<file path="src/hdl/rcfd_pkg.sv">
`default_nettype none

package rcfd_pkg;

   // Frame geometry
   localparam int FRAME_LEN     = 25;
   localparam int CHANNEL_COUNT = 16;
   localparam int CHAN_BITS     = 11;
   localparam int POS_W         = $clog2(FRAME_LEN);
   localparam int CH_W          = $clog2(CHANNEL_COUNT);

   // Byte positions with a role of their own
   localparam logic [POS_W-1:0] POS_START = POS_W'(0);
   localparam logic [POS_W-1:0] POS_FLAGS = POS_W'(23);
   localparam logic [POS_W-1:0] POS_END   = POS_W'(FRAME_LEN - 1);
   localparam logic [POS_W-1:0] POS_DATA  = POS_W'(1);

   // Lost-frame and failsafe bits of the flag byte
   localparam logic [7:0] FLAG_MASK = 8'h0C;

   // Scaling constants
   localparam logic signed [12:0] RAW_CENTER   = 13'sd992;
   localparam logic [15:0]        PULSE_CENTER = 16'd1500;

   // Configuration register indexes
   localparam logic [2:0] CSR_START_MARKER   = 3'd0;
   localparam logic [2:0] CSR_END_MARKER     = 3'd1;
   localparam logic [2:0] CSR_ACQUIRE_FRAMES = 3'd2;
   localparam logic [2:0] CSR_PULSE_FLOOR    = 3'd3;
   localparam logic [2:0] CSR_PULSE_CEILING  = 3'd4;
   localparam logic [2:0] CSR_SKIP_FRAMES    = 3'd5;

   typedef enum logic [1:0] {
      LINK_NOSYNC   = 2'd0,
      LINK_ACQUIRE  = 2'd1,
      LINK_READY    = 2'd2,
      LINK_FAILSAFE = 2'd3
   } link_type;

   typedef struct packed {
      logic [7:0]  start_marker;
      logic [7:0]  end_marker;
      logic [7:0]  acquire_frames;
      logic [11:0] pulse_floor;
      logic [11:0] pulse_ceiling;
      logic [7:0]  skip_frames;
   } cfg_type;

   // Command from front to back, one per accepted request
   typedef struct packed {
      link_type link_state;
      logic     publish;
   } cmd_type;

   // Frame store write from the front
   typedef struct packed {
      logic             en;
      logic [POS_W-1:0] addr;
      logic [7:0]       data;
   } store_wr_type;

   typedef struct packed {
      link_type        link_state;
      logic            new_frame;
      logic [CH_W-1:0] channel_index;
      logic [11:0]     pulse_width;
      logic            last;
   } rsp_type;

   // Scale an 11-bit channel value to a pulse width, truncating toward zero
   function automatic logic [11:0] scale_pulse(input logic [CHAN_BITS-1:0] v);
      logic signed [12:0] diff;
      logic signed [15:0] prod;
      logic [15:0]        mag;
      logic [15:0]        sum;
      diff = $signed({2'b00, v}) - RAW_CENTER;
      prod = ({{3{diff[12]}}, diff} <<< 2) + {{3{diff[12]}}, diff};
      mag  = prod[15] ? 16'(-prod) : 16'(prod);
      sum  = prod[15] ? (PULSE_CENTER - {3'b000, mag[15:3]})
                      : (PULSE_CENTER + {3'b000, mag[15:3]});
      return sum[11:0];
   endfunction

endpackage

`default_nettype wire

</file>
<file path="src/hdl/rcfd_front.sv">
`default_nettype none

module rcfd_front (
   input  wire logic                  clock,
   input  wire logic                  reset,
   input  wire rcfd_pkg::cfg_type     cfg,
   input  wire logic                  accept,
   input  wire logic [7:0]            data_byte,
   input  wire logic                  rx_error,
   input  wire logic                  gap_flag,
   input  wire logic                  unpack_done,
   output rcfd_pkg::store_wr_type     store_wr,
   output logic                       cmd_push,
   output rcfd_pkg::cmd_type          cmd,
   output logic                       busy
);

   logic [rcfd_pkg::POS_W-1:0] pos_ff, pos_in;
   rcfd_pkg::link_type         sync_ff, sync_in;
   logic [7:0]                 run_ff, run_in;
   logic [7:0]                 skip_ff, skip_in;
   logic [7:0]                 flags_ff, flags_in;
   logic                       busy_ff, busy_in;
   logic                       publish;
   logic [7:0]                 run_inc;
   logic [7:0]                 skip_inc;

   assign run_inc  = run_ff + 8'd1;
   assign skip_inc = skip_ff + 8'd1;

   // Classify the request and advance the framing state
   always_comb begin
      pos_in   = pos_ff;
      sync_in  = sync_ff;
      run_in   = run_ff;
      skip_in  = skip_ff;
      flags_in = flags_ff;
      publish  = 1'b0;
      store_wr = '{en: 1'b0, addr: pos_ff, data: data_byte};
      if (accept) begin
         priority if (rx_error) begin
            pos_in  = rcfd_pkg::POS_START;
            sync_in = rcfd_pkg::LINK_FAILSAFE;
         end else if (pos_ff == rcfd_pkg::POS_START) begin
            if (gap_flag && data_byte == cfg.start_marker) begin
               store_wr.en = 1'b1;
               pos_in      = rcfd_pkg::POS_DATA;
               if (sync_ff == rcfd_pkg::LINK_NOSYNC) begin
                  sync_in = rcfd_pkg::LINK_ACQUIRE;
                  run_in  = 8'd0;
               end
            end
         end else if (gap_flag) begin
            pos_in = rcfd_pkg::POS_START;
            run_in = 8'd0;
            if (sync_ff == rcfd_pkg::LINK_READY) begin
               sync_in = rcfd_pkg::LINK_FAILSAFE;
            end
         end else begin
            store_wr.en = 1'b1;
            if (pos_ff == rcfd_pkg::POS_FLAGS) begin
               flags_in = data_byte;
            end
            if (pos_ff == rcfd_pkg::POS_END) begin
               pos_in = rcfd_pkg::POS_START;
               if (data_byte == cfg.end_marker) begin
                  if ((flags_ff & rcfd_pkg::FLAG_MASK) != 8'd0) begin
                     sync_in = rcfd_pkg::LINK_FAILSAFE;
                  end else begin
                     if (sync_ff == rcfd_pkg::LINK_ACQUIRE) begin
                        run_in = run_inc;
                        if (run_inc >= cfg.acquire_frames) begin
                           sync_in = rcfd_pkg::LINK_READY;
                        end
                     end else begin
                        sync_in = rcfd_pkg::LINK_READY;
                        run_in  = 8'd0;
                     end
                     skip_in = skip_inc;
                     if (skip_inc > cfg.skip_frames) begin
                        skip_in = 8'd0;
                        publish = 1'b1;
                     end
                  end
               end
            end else begin
               pos_in = pos_ff + rcfd_pkg::POS_W'(1);
            end
         end
      end
   end

   // Hold off new requests while the back end reads the frame store
   always_comb begin
      busy_in = busy_ff;
      if (unpack_done) begin
         busy_in = 1'b0;
      end
      if (publish) begin
         busy_in = 1'b1;
      end
   end

   assign cmd_push = accept;
   assign cmd      = '{link_state: sync_in, publish: publish};
   assign busy     = busy_ff;

   always_ff @(posedge clock) begin
      if (reset) begin
         pos_ff  <= rcfd_pkg::POS_START;
         sync_ff <= rcfd_pkg::LINK_NOSYNC;
         run_ff  <= 8'd0;
         skip_ff <= 8'd0;
         busy_ff <= 1'b0;
      end else begin
         pos_ff  <= pos_in;
         sync_ff <= sync_in;
         run_ff  <= run_in;
         skip_ff <= skip_in;
         busy_ff <= busy_in;
      end
      flags_ff <= flags_in;
   end

endmodule

`default_nettype wire

</file>
<file path="src/hdl/rcfd_cmd_fifo.sv">
`default_nettype none

module rcfd_cmd_fifo (
   input  wire logic              clock,
   input  wire logic              reset,
   input  wire logic              push,
   input  wire rcfd_pkg::cmd_type push_data,
   input  wire logic              pop,
   output rcfd_pkg::cmd_type      head,
   output logic                   empty,
   output logic                   full
);

   rcfd_pkg::cmd_type entry_ff [2];
   logic              wr_ptr_ff, rd_ptr_ff;
   logic [1:0]        count_ff;
   logic              do_push, do_pop;

   assign empty   = (count_ff == 2'd0);
   assign full    = (count_ff == 2'd2);
   assign do_push = push && !full;
   assign do_pop  = pop && !empty;
   assign head    = entry_ff[rd_ptr_ff];

   // Advance pointers and count
   always_ff @(posedge clock) begin
      if (reset) begin
         wr_ptr_ff <= 1'b0;
         rd_ptr_ff <= 1'b0;
         count_ff  <= 2'd0;
      end else begin
         if (do_push) begin
            wr_ptr_ff <= !wr_ptr_ff;
         end
         if (do_pop) begin
            rd_ptr_ff <= !rd_ptr_ff;
         end
         count_ff <= count_ff + {1'b0, do_push} - {1'b0, do_pop};
      end
      if (do_push) begin
         entry_ff[wr_ptr_ff] <= push_data;
      end
   end

endmodule

`default_nettype wire

</file>
<file path="src/hdl/rcfd_rsp_fifo.sv">
`default_nettype none

module rcfd_rsp_fifo (
   input  wire logic              clock,
   input  wire logic              reset,
   input  wire logic              push,
   input  wire rcfd_pkg::rsp_type push_data,
   input  wire logic              pop,
   output rcfd_pkg::rsp_type      head,
   output logic                   empty,
   output logic                   full
);

   rcfd_pkg::rsp_type entry_ff [4];
   logic [1:0]        wr_ptr_ff, rd_ptr_ff;
   logic [2:0]        count_ff;
   logic              do_push, do_pop;

   assign empty   = (count_ff == 3'd0);
   assign full    = (count_ff == 3'd4);
   assign do_push = push && !full;
   assign do_pop  = pop && !empty;
   assign head    = entry_ff[rd_ptr_ff];

   // Advance pointers and count
   always_ff @(posedge clock) begin
      if (reset) begin
         wr_ptr_ff <= 2'd0;
         rd_ptr_ff <= 2'd0;
         count_ff  <= 3'd0;
      end else begin
         if (do_push) begin
            wr_ptr_ff <= wr_ptr_ff + 2'd1;
         end
         if (do_pop) begin
            rd_ptr_ff <= rd_ptr_ff + 2'd1;
         end
         count_ff <= count_ff + {2'b00, do_push} - {2'b00, do_pop};
      end
      if (do_push) begin
         entry_ff[wr_ptr_ff] <= push_data;
      end
   end

endmodule

`default_nettype wire

</file>
<file path="src/hdl/rcfd_back.sv">
`default_nettype none

module rcfd_back (
   input  wire logic                   clock,
   input  wire logic                   reset,
   input  wire rcfd_pkg::cfg_type      cfg,
   input  wire rcfd_pkg::store_wr_type store_wr,
   input  wire rcfd_pkg::cmd_type      cmd,
   input  wire logic                   cmd_empty,
   output logic                        cmd_pop,
   input  wire logic                   rsp_full,
   output logic                        rsp_push,
   output rcfd_pkg::rsp_type           rsp,
   output logic                        unpack_done
);

   typedef enum logic [1:0] {
      ST_IDLE,
      ST_FETCH,
      ST_MERGE,
      ST_CALC
   } state_type;

   localparam int ACC_W = rcfd_pkg::CHAN_BITS + 7;

   logic [7:0] frame_store [rcfd_pkg::FRAME_LEN];

   state_type                    state_ff, state_in;
   logic [ACC_W-1:0]             acc_ff, acc_in;
   logic [4:0]                   have_ff, have_in;
   logic [rcfd_pkg::POS_W-1:0]   pos_ff, pos_in;
   logic [rcfd_pkg::CH_W-1:0]    ch_ff, ch_in;
   rcfd_pkg::link_type           link_ff, link_in;
   logic                         done_ff, done_in;
   logic [7:0]                   rd_data_ff;
   logic [11:0]                  pulse_ff [rcfd_pkg::CHANNEL_COUNT];
   logic                         pulse_we;
   logic [11:0]                  pulse;
   logic                         in_range;
   logic [11:0]                  width;
   logic [4:0]                   have_add;
   logic [4:0]                   have_sub;

   // Frame store: written by the front, read one byte a cycle here
   always_ff @(posedge clock) begin
      if (store_wr.en) begin
         frame_store[store_wr.addr] <= store_wr.data;
      end
      rd_data_ff <= frame_store[pos_ff];
   end

   assign pulse    = rcfd_pkg::scale_pulse(acc_ff[rcfd_pkg::CHAN_BITS-1:0]);
   assign in_range = (pulse > cfg.pulse_floor) && (pulse < cfg.pulse_ceiling);
   assign width    = in_range ? pulse : pulse_ff[ch_ff];
   assign have_add = have_ff + 5'd8;
   assign have_sub = have_ff - 5'(rcfd_pkg::CHAN_BITS);

   // Unpack a frame one channel per calc step, or forward a command
   always_comb begin
      state_in = state_ff;
      acc_in   = acc_ff;
      have_in  = have_ff;
      pos_in   = pos_ff;
      ch_in    = ch_ff;
      link_in  = link_ff;
      done_in  = 1'b0;
      cmd_pop  = 1'b0;
      rsp_push = 1'b0;
      pulse_we = 1'b0;
      rsp      = '{link_state: link_ff, new_frame: 1'b0, channel_index: '0,
                   pulse_width: 12'd0, last: 1'b1};
      unique case (state_ff)
         ST_IDLE: begin
            rsp.link_state = cmd.link_state;
            if (!cmd_empty) begin
               if (cmd.publish) begin
                  cmd_pop  = 1'b1;
                  link_in  = cmd.link_state;
                  acc_in   = '0;
                  have_in  = 5'd0;
                  pos_in   = rcfd_pkg::POS_DATA;
                  ch_in    = '0;
                  state_in = ST_FETCH;
               end else if (!rsp_full) begin
                  cmd_pop  = 1'b1;
                  rsp_push = 1'b1;
               end
            end
         end
         ST_FETCH: begin
            state_in = ST_MERGE;
         end
         ST_MERGE: begin
            acc_in   = acc_ff | (ACC_W'(rd_data_ff) << have_ff);
            have_in  = have_add;
            pos_in   = pos_ff + rcfd_pkg::POS_W'(1);
            state_in = (have_add >= 5'(rcfd_pkg::CHAN_BITS)) ? ST_CALC : ST_FETCH;
         end
         ST_CALC: begin
            rsp.new_frame     = 1'b1;
            rsp.channel_index = ch_ff;
            rsp.pulse_width   = width;
            rsp.last          = (ch_ff == rcfd_pkg::CH_W'(rcfd_pkg::CHANNEL_COUNT - 1));
            if (!rsp_full) begin
               rsp_push = 1'b1;
               pulse_we = in_range;
               acc_in   = acc_ff >> rcfd_pkg::CHAN_BITS;
               have_in  = have_sub;
               ch_in    = ch_ff + rcfd_pkg::CH_W'(1);
               if (rsp.last) begin
                  done_in  = 1'b1;
                  state_in = ST_IDLE;
               end else if (have_sub < 5'(rcfd_pkg::CHAN_BITS)) begin
                  state_in = ST_FETCH;
               end
            end
         end
         default: begin
            state_in = ST_IDLE;
         end
      endcase
   end

   assign unpack_done = done_ff;

   always_ff @(posedge clock) begin
      if (reset) begin
         state_ff <= ST_IDLE;
         done_ff  <= 1'b0;
         for (int i = 0; i < rcfd_pkg::CHANNEL_COUNT; i++) begin
            pulse_ff[i] <= rcfd_pkg::PULSE_CENTER[11:0];
         end
      end else begin
         state_ff <= state_in;
         done_ff  <= done_in;
         if (pulse_we) begin
            pulse_ff[ch_ff] <= pulse;
         end
      end
      acc_ff  <= acc_in;
      have_ff <= have_in;
      pos_ff  <= pos_in;
      ch_ff   <= ch_in;
      link_ff <= link_in;
   end

endmodule

`default_nettype wire

</file>
<file path="src/hdl/rc_serial_frame_decoder_unit.sv">
`default_nettype none

// Channel   Handshake           Payload
// req       req_push/req_full   data_byte, rx_error, gap_flag
// rsp       rsp_pop/rsp_empty   link_state, new_frame, channel_index, pulse_width, last
// csr       csr_valid/csr_ready csr_index, csr_data (always ready)
//
// A byte that publishes no frame goes from the front into the command queue; the back end
// moves its result into the result queue, whose head drives the rsp ports. A publishing
// byte makes the back end unpack the frame store, fetching and merging each byte and
// scaling each channel; req_full stays high until it is done, and longer on rsp stalls.
// Synchronous reset clears the framing state, sets all pulse widths to 1500 and the
// registers to their defaults; the frame store needs no clearing pass.
// A stalled rsp side fills a four-deep result queue, then backs up into the request side.

module rc_serial_frame_decoder_unit (
   input  wire logic        clock,
   input  wire logic        reset,
   input  wire logic        req_push,
   output logic             req_full,
   input  wire logic [7:0]  req_data_byte,
   input  wire logic        req_rx_error,
   input  wire logic        req_gap_flag,
   output logic             rsp_empty,
   input  wire logic        rsp_pop,
   output logic [1:0]       rsp_link_state,
   output logic             rsp_new_frame,
   output logic [3:0]       rsp_channel_index,
   output logic [11:0]      rsp_pulse_width,
   output logic             rsp_last,
   input  wire logic        csr_valid,
   output logic             csr_ready,
   input  wire logic [2:0]  csr_index,
   input  wire logic [11:0] csr_data
);

   rcfd_pkg::cfg_type      cfg_ff;
   rcfd_pkg::store_wr_type store_wr;
   rcfd_pkg::cmd_type      cmd_in, cmd_head;
   rcfd_pkg::rsp_type      rsp_in, rsp_head;
   logic                   cmd_push, cmd_pop, cmd_empty, cmd_full;
   logic                   rsp_push, rsp_full;
   logic                   unpack_done;
   logic                   busy;
   logic                   accept;

   // Register file writes
   assign csr_ready = 1'b1;

   always_ff @(posedge clock) begin
      if (reset) begin
         cfg_ff <= '{start_marker: 8'd15, end_marker: 8'd0, acquire_frames: 8'd10,
                     pulse_floor: 12'd750, pulse_ceiling: 12'd2250, skip_frames: 8'd0};
      end else if (csr_valid && csr_ready) begin
         unique case (csr_index)
            rcfd_pkg::CSR_START_MARKER:   cfg_ff.start_marker   <= csr_data[7:0];
            rcfd_pkg::CSR_END_MARKER:     cfg_ff.end_marker     <= csr_data[7:0];
            rcfd_pkg::CSR_ACQUIRE_FRAMES: cfg_ff.acquire_frames <= csr_data[7:0];
            rcfd_pkg::CSR_PULSE_FLOOR:    cfg_ff.pulse_floor    <= csr_data;
            rcfd_pkg::CSR_PULSE_CEILING:  cfg_ff.pulse_ceiling  <= csr_data;
            rcfd_pkg::CSR_SKIP_FRAMES:    cfg_ff.skip_frames    <= csr_data[7:0];
            default: begin
            end
         endcase
      end
   end

   assign req_full = cmd_full || busy;
   assign accept   = req_push && !req_full;

   rcfd_front u_front (
      .clock       (clock),
      .reset       (reset),
      .cfg         (cfg_ff),
      .accept      (accept),
      .data_byte   (req_data_byte),
      .rx_error    (req_rx_error),
      .gap_flag    (req_gap_flag),
      .unpack_done (unpack_done),
      .store_wr    (store_wr),
      .cmd_push    (cmd_push),
      .cmd         (cmd_in),
      .busy        (busy)
   );

   rcfd_cmd_fifo u_cmd_fifo (
      .clock     (clock),
      .reset     (reset),
      .push      (cmd_push),
      .push_data (cmd_in),
      .pop       (cmd_pop),
      .head      (cmd_head),
      .empty     (cmd_empty),
      .full      (cmd_full)
   );

   rcfd_back u_back (
      .clock       (clock),
      .reset       (reset),
      .cfg         (cfg_ff),
      .store_wr    (store_wr),
      .cmd         (cmd_head),
      .cmd_empty   (cmd_empty),
      .cmd_pop     (cmd_pop),
      .rsp_full    (rsp_full),
      .rsp_push    (rsp_push),
      .rsp         (rsp_in),
      .unpack_done (unpack_done)
   );

   rcfd_rsp_fifo u_rsp_fifo (
      .clock     (clock),
      .reset     (reset),
      .push      (rsp_push),
      .push_data (rsp_in),
      .pop       (rsp_pop),
      .head      (rsp_head),
      .empty     (rsp_empty),
      .full      (rsp_full)
   );

   // Drive result ports from the queue head
   assign rsp_link_state    = rsp_head.link_state;
   assign rsp_new_frame     = rsp_head.new_frame;
   assign rsp_channel_index = rsp_head.channel_index;
   assign rsp_pulse_width   = rsp_head.pulse_width;
   assign rsp_last          = rsp_head.last;

endmodule

`default_nettype wire
</file>
<file path="config.mk">
export PLATFORM = sky130hd
export DESIGN_NAME = rc_serial_frame_decoder_unit
export DESIGN_NICKNAME = d
export VERILOG_FILES = /design/src/hdl/rcfd_pkg.sv /design/src/hdl/rcfd_front.sv /design/src/hdl/rcfd_cmd_fifo.sv /design/src/hdl/rcfd_rsp_fifo.sv /design/src/hdl/rcfd_back.sv /design/src/hdl/rc_serial_frame_decoder_unit.sv
export SDC_FILE = /design/constraint.sdc
export NUM_CORES = 1
export LEC_CHECK = 0
export BUFFER_PORTS_ARGS = -buffer_cell sky130_fd_sc_hd__buf_2
export CAP_MARGIN = 20
export CORE_MARGIN = 2
export CORE_UTILIZATION = 35
export DETAILED_ROUTE_END_ITERATION = 8
export GPL_TIMING_DRIVEN = 0
export REMOVE_ABC_BUFFERS = 1
export SLEW_MARGIN = 10
export SYNTH_ARGS = -nofsm -noshare
export SYNTH_HDL_FRONTEND = slang
export SYNTH_SLANG_ARGS = --single-unit
</file>
<file path="constraint.sdc">
create_clock -name clock -period 5.95 [get_ports clock]
set_clock_uncertainty 0.15 [all_clocks]
set_input_delay 0.2975 -clock clock [delete_from_list [all_inputs] [get_ports clock]]
set_output_delay 0.2975 -clock clock [all_outputs]
set_load 0.005 [all_outputs]
</file>
==> results.sh, run 1 <==
export IMPL_reg2reg_slack_ps=140
export IMPL_worst_pin_slew_ps=1138
export IMPL_ff2ff_path_depth=21
export IMPL_crit_fanout=10
export IMPL_crit_chain="ha_4 > ha_2 > or2_0 > a21o_1 > o2111a_2 > or4_4 > and3_4 > or3_1 > o2111ai_2 > xor2_4 > inv_2 > ha_1 > nand4_1 > nor3_1 > a2111oi_4 > buf_6 > and3_4 > buf_12 > nand4_1 > nand2_4 > buf_12"
export IMPL_layout_setup_ws_ps=136.9
export IMPL_gr_usage_all_layers_pct=15.85
export IMPL_arrival_ps=5970
export IMPL_synth_edf_count=514
export IMPL_synth_ff_type="edfxtp_1"
export IMPL_slew_headroom_pct=24.12
export IMPL_drive_gt1_share_pct=24.25
export IMPL_synthTopCellsByArea="edfxtp_1 54%, mux4_2 11%, dfxtp_1 7.6%"
export IMPL_synth_area_sq_mm=0.02880
export IMPL_dpl_hpwl_mm=43.51
export IMPL_crit_cells=21
export IMPL_viasPerCell=5.300
export IMPL_h_tree_depth=3
export IMPL_critPathLaunchType="flop"
export IMPL_synthTopCellsByCount="514 x edfxtp_1, 249 x nand2_1, 200 x nor2_1"
export IMPL_grt_overflow=0
export IMPL_cp_end_kind="flop"
export IMPL_synth_seq_cells=623
export IMPL_clockBufferDepth=3
export IMPL_worstPathRequired_ps=6110
export IMPL_num_vias=18030
export IMPL_gp_congestion=0.8311
export IMPL_grt_pass1_wl_mm=104.5
export IMPL_synth_top_area_share_pct=53.59
export IMPL_grt_max_degree=75
export IMPL_routedWlPerCell_um=20.18
export IMPL_start_util_pct=35.25
export IMPL_die_y_um=290.9
export IMPL_cts_tree="done"
export IMPL_fin_crit_sh_pct=97.70
export IMPL_dr_pass1_iters=5
export IMPL_crit_family="simple AND/OR/NAND/NOR gates"
export IMPL_finalSetupViolations=0
export IMPL_remaining_drc_errors=0
export IMPL_r2r_end="u_back.pulse_ff[2][4]"
export IMPL_core_area_sq_mm=0.08172
export IMPL_yosysSeqAreaShare_pct=61.16
export IMPL_postRouteWirelength_mm=68.65
export IMPL_synth_cells=2130
export IMPL_min_path_type="in -> reg"
export IMPL_tns_ps=0
export IMPL_drt_iter0_markers=1547
export IMPL_yosysWarnings=0
export IMPL_post_place_ws_ps=-2192
export IMPL_cpPeakStageDelay_ps=570
export IMPL_synth_avg_cell_area_sq_um=13.52
export IMPL_yosysMostFrequentCell="edfxtp_1"
export IMPL_fin_crit_ps=5813
export IMPL_antenna_left=0
export IMPL_status="completed"
export IMPL_maxCapViolCount=0
export IMPL_regToRegStartpoint="u_back.acc_ff[5]"
export IMPL_synth_area_leader_cell="edfxtp_1"
export IMPL_die_area_sq_mm=0.08461
export IMPL_grt_pass1_vias=18040
export IMPL_endpoint="u_back.pulse_ff[2][4]"
export IMPL_cts_root_buf="clkbuf_16"
export IMPL_path_clk_slew_ps=60
export IMPL_seq_area_sq_mm=0.01763
export IMPL_io_pins=53
export IMPL_async_reset_ff_share_pct=0
export IMPL_die_w_um=290.9
export IMPL_area_growth_synth_to_final_pct=18.57
export IMPL_path_buf_inv=4
export IMPL_cts_sinks=623
export IMPL_cts_buffers=67
export IMPL_final_net_count=2388
export IMPL_clk_latency_ps=610
export IMPL_synth_cell_types=84
export IMPL_crit_path_start="u_back.acc_ff[5]"
export IMPL_port_buffers=51
export IMPL_hold_viol_final=0
export IMPL_path_class="reg -> reg"
export IMPL_slowest_stage="or4_4"
export IMPL_drv_slew=0
export IMPL_whs_ps=53.66
export IMPL_antenna_found_initial=2
export IMPL_rows=105
export IMPL_nFillCells=7386
export IMPL_multi_input_area_sq_mm=0.01107
export IMPL_max_freq_ghz=0.1720
-- through the flow --
stage	cell area, sq um	util (%)	instances
final	34150	41.80	3401
after global routing	34150	41.79	3400
after CTS	33570	41.08	3355
after detailed placement	30250	37.01	3145
after global placement	29880	36.57	3127
after floorplan	28290	-	2006
-- worst min-delay path by stage --
stage,endpoint,startpoint,cells after the start
floorplan,u_rsp_fifo.count_ff[1],reset,1
finish,u_back.frame_store[10][4],req_data_byte[4],1
CTS,u_front.pos_ff[0],req_gap_flag,5
detailed placement,cfg_ff[16],cfg_ff[16],2
global placement,cfg_ff[13],cfg_ff[13],2
global route,u_back.frame_store[21][4],req_data_byte[4],1
-- flip-flops by register name (all words and copies together) (netlist names), 3 cells and up, named ones only --
name	cells
u_back.rd_data_ff	8
u_back.frame_store	200
u_back.acc_ff	18
u_cmd_fifo.entry_ff	6
u_front.run_ff	8
u_back.pos_ff	5
u_front.pos_ff	5
u_rsp_fifo.entry_ff	80
u_front.skip_ff	8
cfg_ff	56
u_back.pulse_ff	192
u_back.have_ff	5
u_rsp_fifo.count_ff	3
u_back.ch_ff	4
-- layout make-up --
cell class / instances / share of cell area (%)
flip-flops and latches: 623 / 51.61
multi-input cells: 1318 / 32.42
clock buffers: 89 / 5.583
repair buffers: 186 / 4.543
well taps: 1070 / 3.920
clock inverters: 30 / 0.9928
inverters: 84 / 0.9305
diodes: 1 / 0.007327
-- cell usage in the layout, fill, tap and decap left out, drive strengths merged, types with 5 or more instances in the layout --
cell / netlist / routed
o211ai: 16 / 16
nand2: 249 / 261
and4: 15 / 15
o21a: 6 / 6
or2: 6 / 6
a311oi: 5 / 5
and2: 22 / 23
nand2b: 25 / 25
nand4: 28 / 28
dfxtp: 109 / 109
xnor2: 34 / 35
nand3b: 7 / 7
buf: 33 / 171
mux2: 21 / 21
nand3: 51 / 51
a211oi: 7 / 7
inv: 83 / 88
clkbuf: 91 / 89
clkinv: 1 / 19
edfxtp: 514 / 514
xor2: 38 / 38
a31oi: 11 / 11
and3: 15 / 20
nor4: 5 / 5
dlygate4sd3: 0 / 15
a21o: 22 / 22
nor2b: 22 / 22
a21oi: 102 / 102
mux4: 136 / 136
o21ai: 52 / 52
mux2i: 48 / 48
nor2: 200 / 200
nor3: 17 / 17
ha: 76 / 76
or3: 9 / 9
-- logic make-up (layout without fill, tap and decap cells) --
logic type | Yosys count | count (layout) | share of synthesized area (%)
multiplexers | 205 | 205 | 13.12
AND/OR/NAND/NOR | 678 | 696 | 10.92
AO/OA/AOI/OAI | 265 | 265 | 5.999
buffers and inverters | 208 | 389 | 2.893
flip-flops | 623 | 623 | 61.16
XOR/XNOR | 72 | 73 | 2.450
adder cells (fa/ha/maj) | 78 | 78 | 3.440
other | 1 | 2 | 0.01302
-- timing repair --
action | in CTS | in global routing
hold buffers | 15 | 0
buffers inserted | 60 | 38
cloned | 16 | 4
setup endpoints to repair | 432 | 432
pin swaps | 30 | 21
gates resized for setup | 66 | 44
endpoints found under the hold margin | 56 | 0
-- per-layer routing --
layer	track usage, %	part of all wire [%]
met5	0	0
met4	4.423	2.6
met3	2.535	6.6
met2	26.65	49
met1	21.29	42
Power of run 1 is not shown: default switching activity piles up to over one toggle a cycle in this logic, so the estimate is an artifact.
==> inputs of run 2 (changes only) <==
CORE_MARGIN = 10   (was 2)
GPL_TIMING_DRIVEN = not set   (was 0)
==> run 2 against run 1 <==
Compared with the run above: core utilization down 1.4 points; non-clock buffer count fell by 45; fmax is 2.5% higher; cell area shrank 3.3%; first-iteration DRC count is 0.78% higher; wire length shrank 2.0%; critical path depth decreased by 2; via count down 1.7%; critical path type unchanged; highest routed layer unchanged.
==> results.sh, run 2 (synthesized netlist as in run 1, its figures left out) <==
export IMPL_drt_iter0_markers=1559
export IMPL_num_vias=17720
export IMPL_drv_slew=0
export IMPL_final_area_sq_mm=0.03303
export IMPL_nFillCells=7522
export IMPL_cts_buffers=70
export IMPL_gp_congestion=0.8662
export IMPL_finalSetupViolations=0
export IMPL_hold_viol_final=0
export IMPL_die_area_sq_mm=0.09417
export IMPL_reg2reg_slack_ps=280
export IMPL_routedWlPerCell_um=20.15
export IMPL_area_growth_synth_to_final_pct=14.68
export IMPL_worst_pin_slew_ps=1087
export IMPL_die_y_um=306.9
export IMPL_viasPerCell=5.307
export IMPL_status="completed"
export IMPL_n_antenna_cell=0
export IMPL_clk_latency_ps=640
export IMPL_fin_crit_ps=5671
export IMPL_start_util_pct=35.19
export IMPL_slew_headroom_pct=27.52
export IMPL_critPathLaunchType="flop"
export IMPL_slowest_stage="or4_4"
export IMPL_dr_pass1_iters=6
export IMPL_clockBufferDepth=3
export IMPL_placed_area_sq_mm=0.03045
export IMPL_antenna_found_initial=1
export IMPL_h_tree_depth=3
export IMPL_remaining_drc_errors=0
export IMPL_max_freq_ghz=0.1763
export IMPL_min_path_type="in -> reg"
export IMPL_layout_commonest_cell="edfxtp_1"
export IMPL_grt_pass1_vias=18000
export IMPL_cts_tree="done"
export IMPL_port_buffers=51
export IMPL_grt_pass1_wl_mm=105.5
export IMPL_core_area_sq_mm=0.08185
export IMPL_cts_root_buf="clkbuf_16"
export IMPL_crit_chain="ha_2 > fa_1 > a21o_1 > and4_1 > or4_4 > nand4_1 > nor3b_4 > a31oi_2 > xor2_2 > o311ai_4 > nand2_1 > ha_1 > nand4_1 > nor3_1 > a2111oi_0 > and3_4 > buf_12 > mux2_2 > nor2_1"
export IMPL_rows=105
export IMPL_cp_end_kind="flop"
export IMPL_final_net_count=2327
export IMPL_path_class="reg -> reg"
export IMPL_critPathMostFrequentCell="nand4_1"
export IMPL_largest_reg_flops=200
export IMPL_grt_overflow=0
export IMPL_maxCapViolCount=0
export IMPL_io_pins=53
export IMPL_largest_registers="u_back.frame_store (200), u_back.pulse_ff (192), u_rsp_fifo.entry_ff (80)"
export IMPL_path_clk_slew_ps=60
export IMPL_layout_cells_most_common_list="514 x edfxtp_1, 246 x nand2_1, 199 x nor2_1"
export IMPL_dpl_hpwl_mm=44.69
export IMPL_antenna_left=0
export IMPL_drive_gt1_share_pct=19.34
export IMPL_crit_fanout=24
export IMPL_gr_usage_all_layers_pct=14.21
export IMPL_fin_crit_sh_pct=95.31
export IMPL_worstPathRequired_ps=6190
export IMPL_regMostFlops="u_back.frame_store"
export IMPL_arrival_ps=5910
export IMPL_postRouteWirelength_mm=67.30
export IMPL_cpPeakStageDelay_ps=520
export IMPL_die_w_um=306.9
export IMPL_grt_max_degree=52
export IMPL_cts_sinks=623
[run 2: worst max-delay path: cells and delay by family (launching register included)]
family,cells,cell delay (ps)
compound gates,4,1040
xor+xnor,1,190
fa+ha+maj,3,1020
buf+inv,1,200
flops,1,420
mux,1,360
simple gates,9,2040
[run 2: layer usage]
layer  wire length [um]  up-vias  global-route usage, %
li1                   -     8124                      -
met1              30370     8988                  19.63
met2              32050      507                  23.11
met3               3468      105                  2.117
met4               1410        0                  3.922
met5                  0        -                      0
[run 2: layout make-up]
cell class | count | area, sq um | share of cell area [%]
sequential | 623 | 17620 | 53.35
multi-input combinational | 1299 | 10450 | 31.63
clock buffer | 85 | 1849 | 5.598
tap | 1070 | 1339 | 4.053
timing repair buffer | 141 | 1050 | 3.178
clock inverter | 38 | 409.1 | 1.239
inverter | 84 | 315.3 | 0.9545
[run 2: final timing paths]
path	startpoint	end	cells after the start
hold reg to reg	cfg_ff[16]	cfg_ff[16]	2
hold / removal	req_rx_error	u_front.sync_ff[1]	3
setup / recovery	u_back.acc_ff[0]	u_rsp_fifo.entry_ff[3][5]	19
setup reg to reg	u_back.acc_ff[0]	u_rsp_fifo.entry_ff[3][5]	19
[run 2: repair_timing]
| item | CTS | global route |
|---|---|---|
| hold buffers | 16 | 0 |
| setup buffers | 0 | 1 |
| resized for setup | 0 | 19 |
| endpoints found under the setup margin | 0 | 421 |
| hold endpoints to repair | 67 | 0 |
[run 2: through the flow]
stage | util (%) | std cells | setup WS [ps] | setup TNS, ps | hold WS, ps
finish | 40.36 | 3340 | 278.8 | 0 | 35.75
global route | 40.36 | 3340 | -19.36 | -203.8 | 34.75
CTS | 40.15 | 3333 | 69.50 | 0 | 0.4649
detailed placement | 37.20 | 3194 | 135.4 | 0 | 297.5
global placement | 37.20 | 3194 | 222.8 | 0 | 297.1
floorplan | - | 2006 | -866.8 | -257000 | 214.2
Power of run 2 is left out for the same reason.
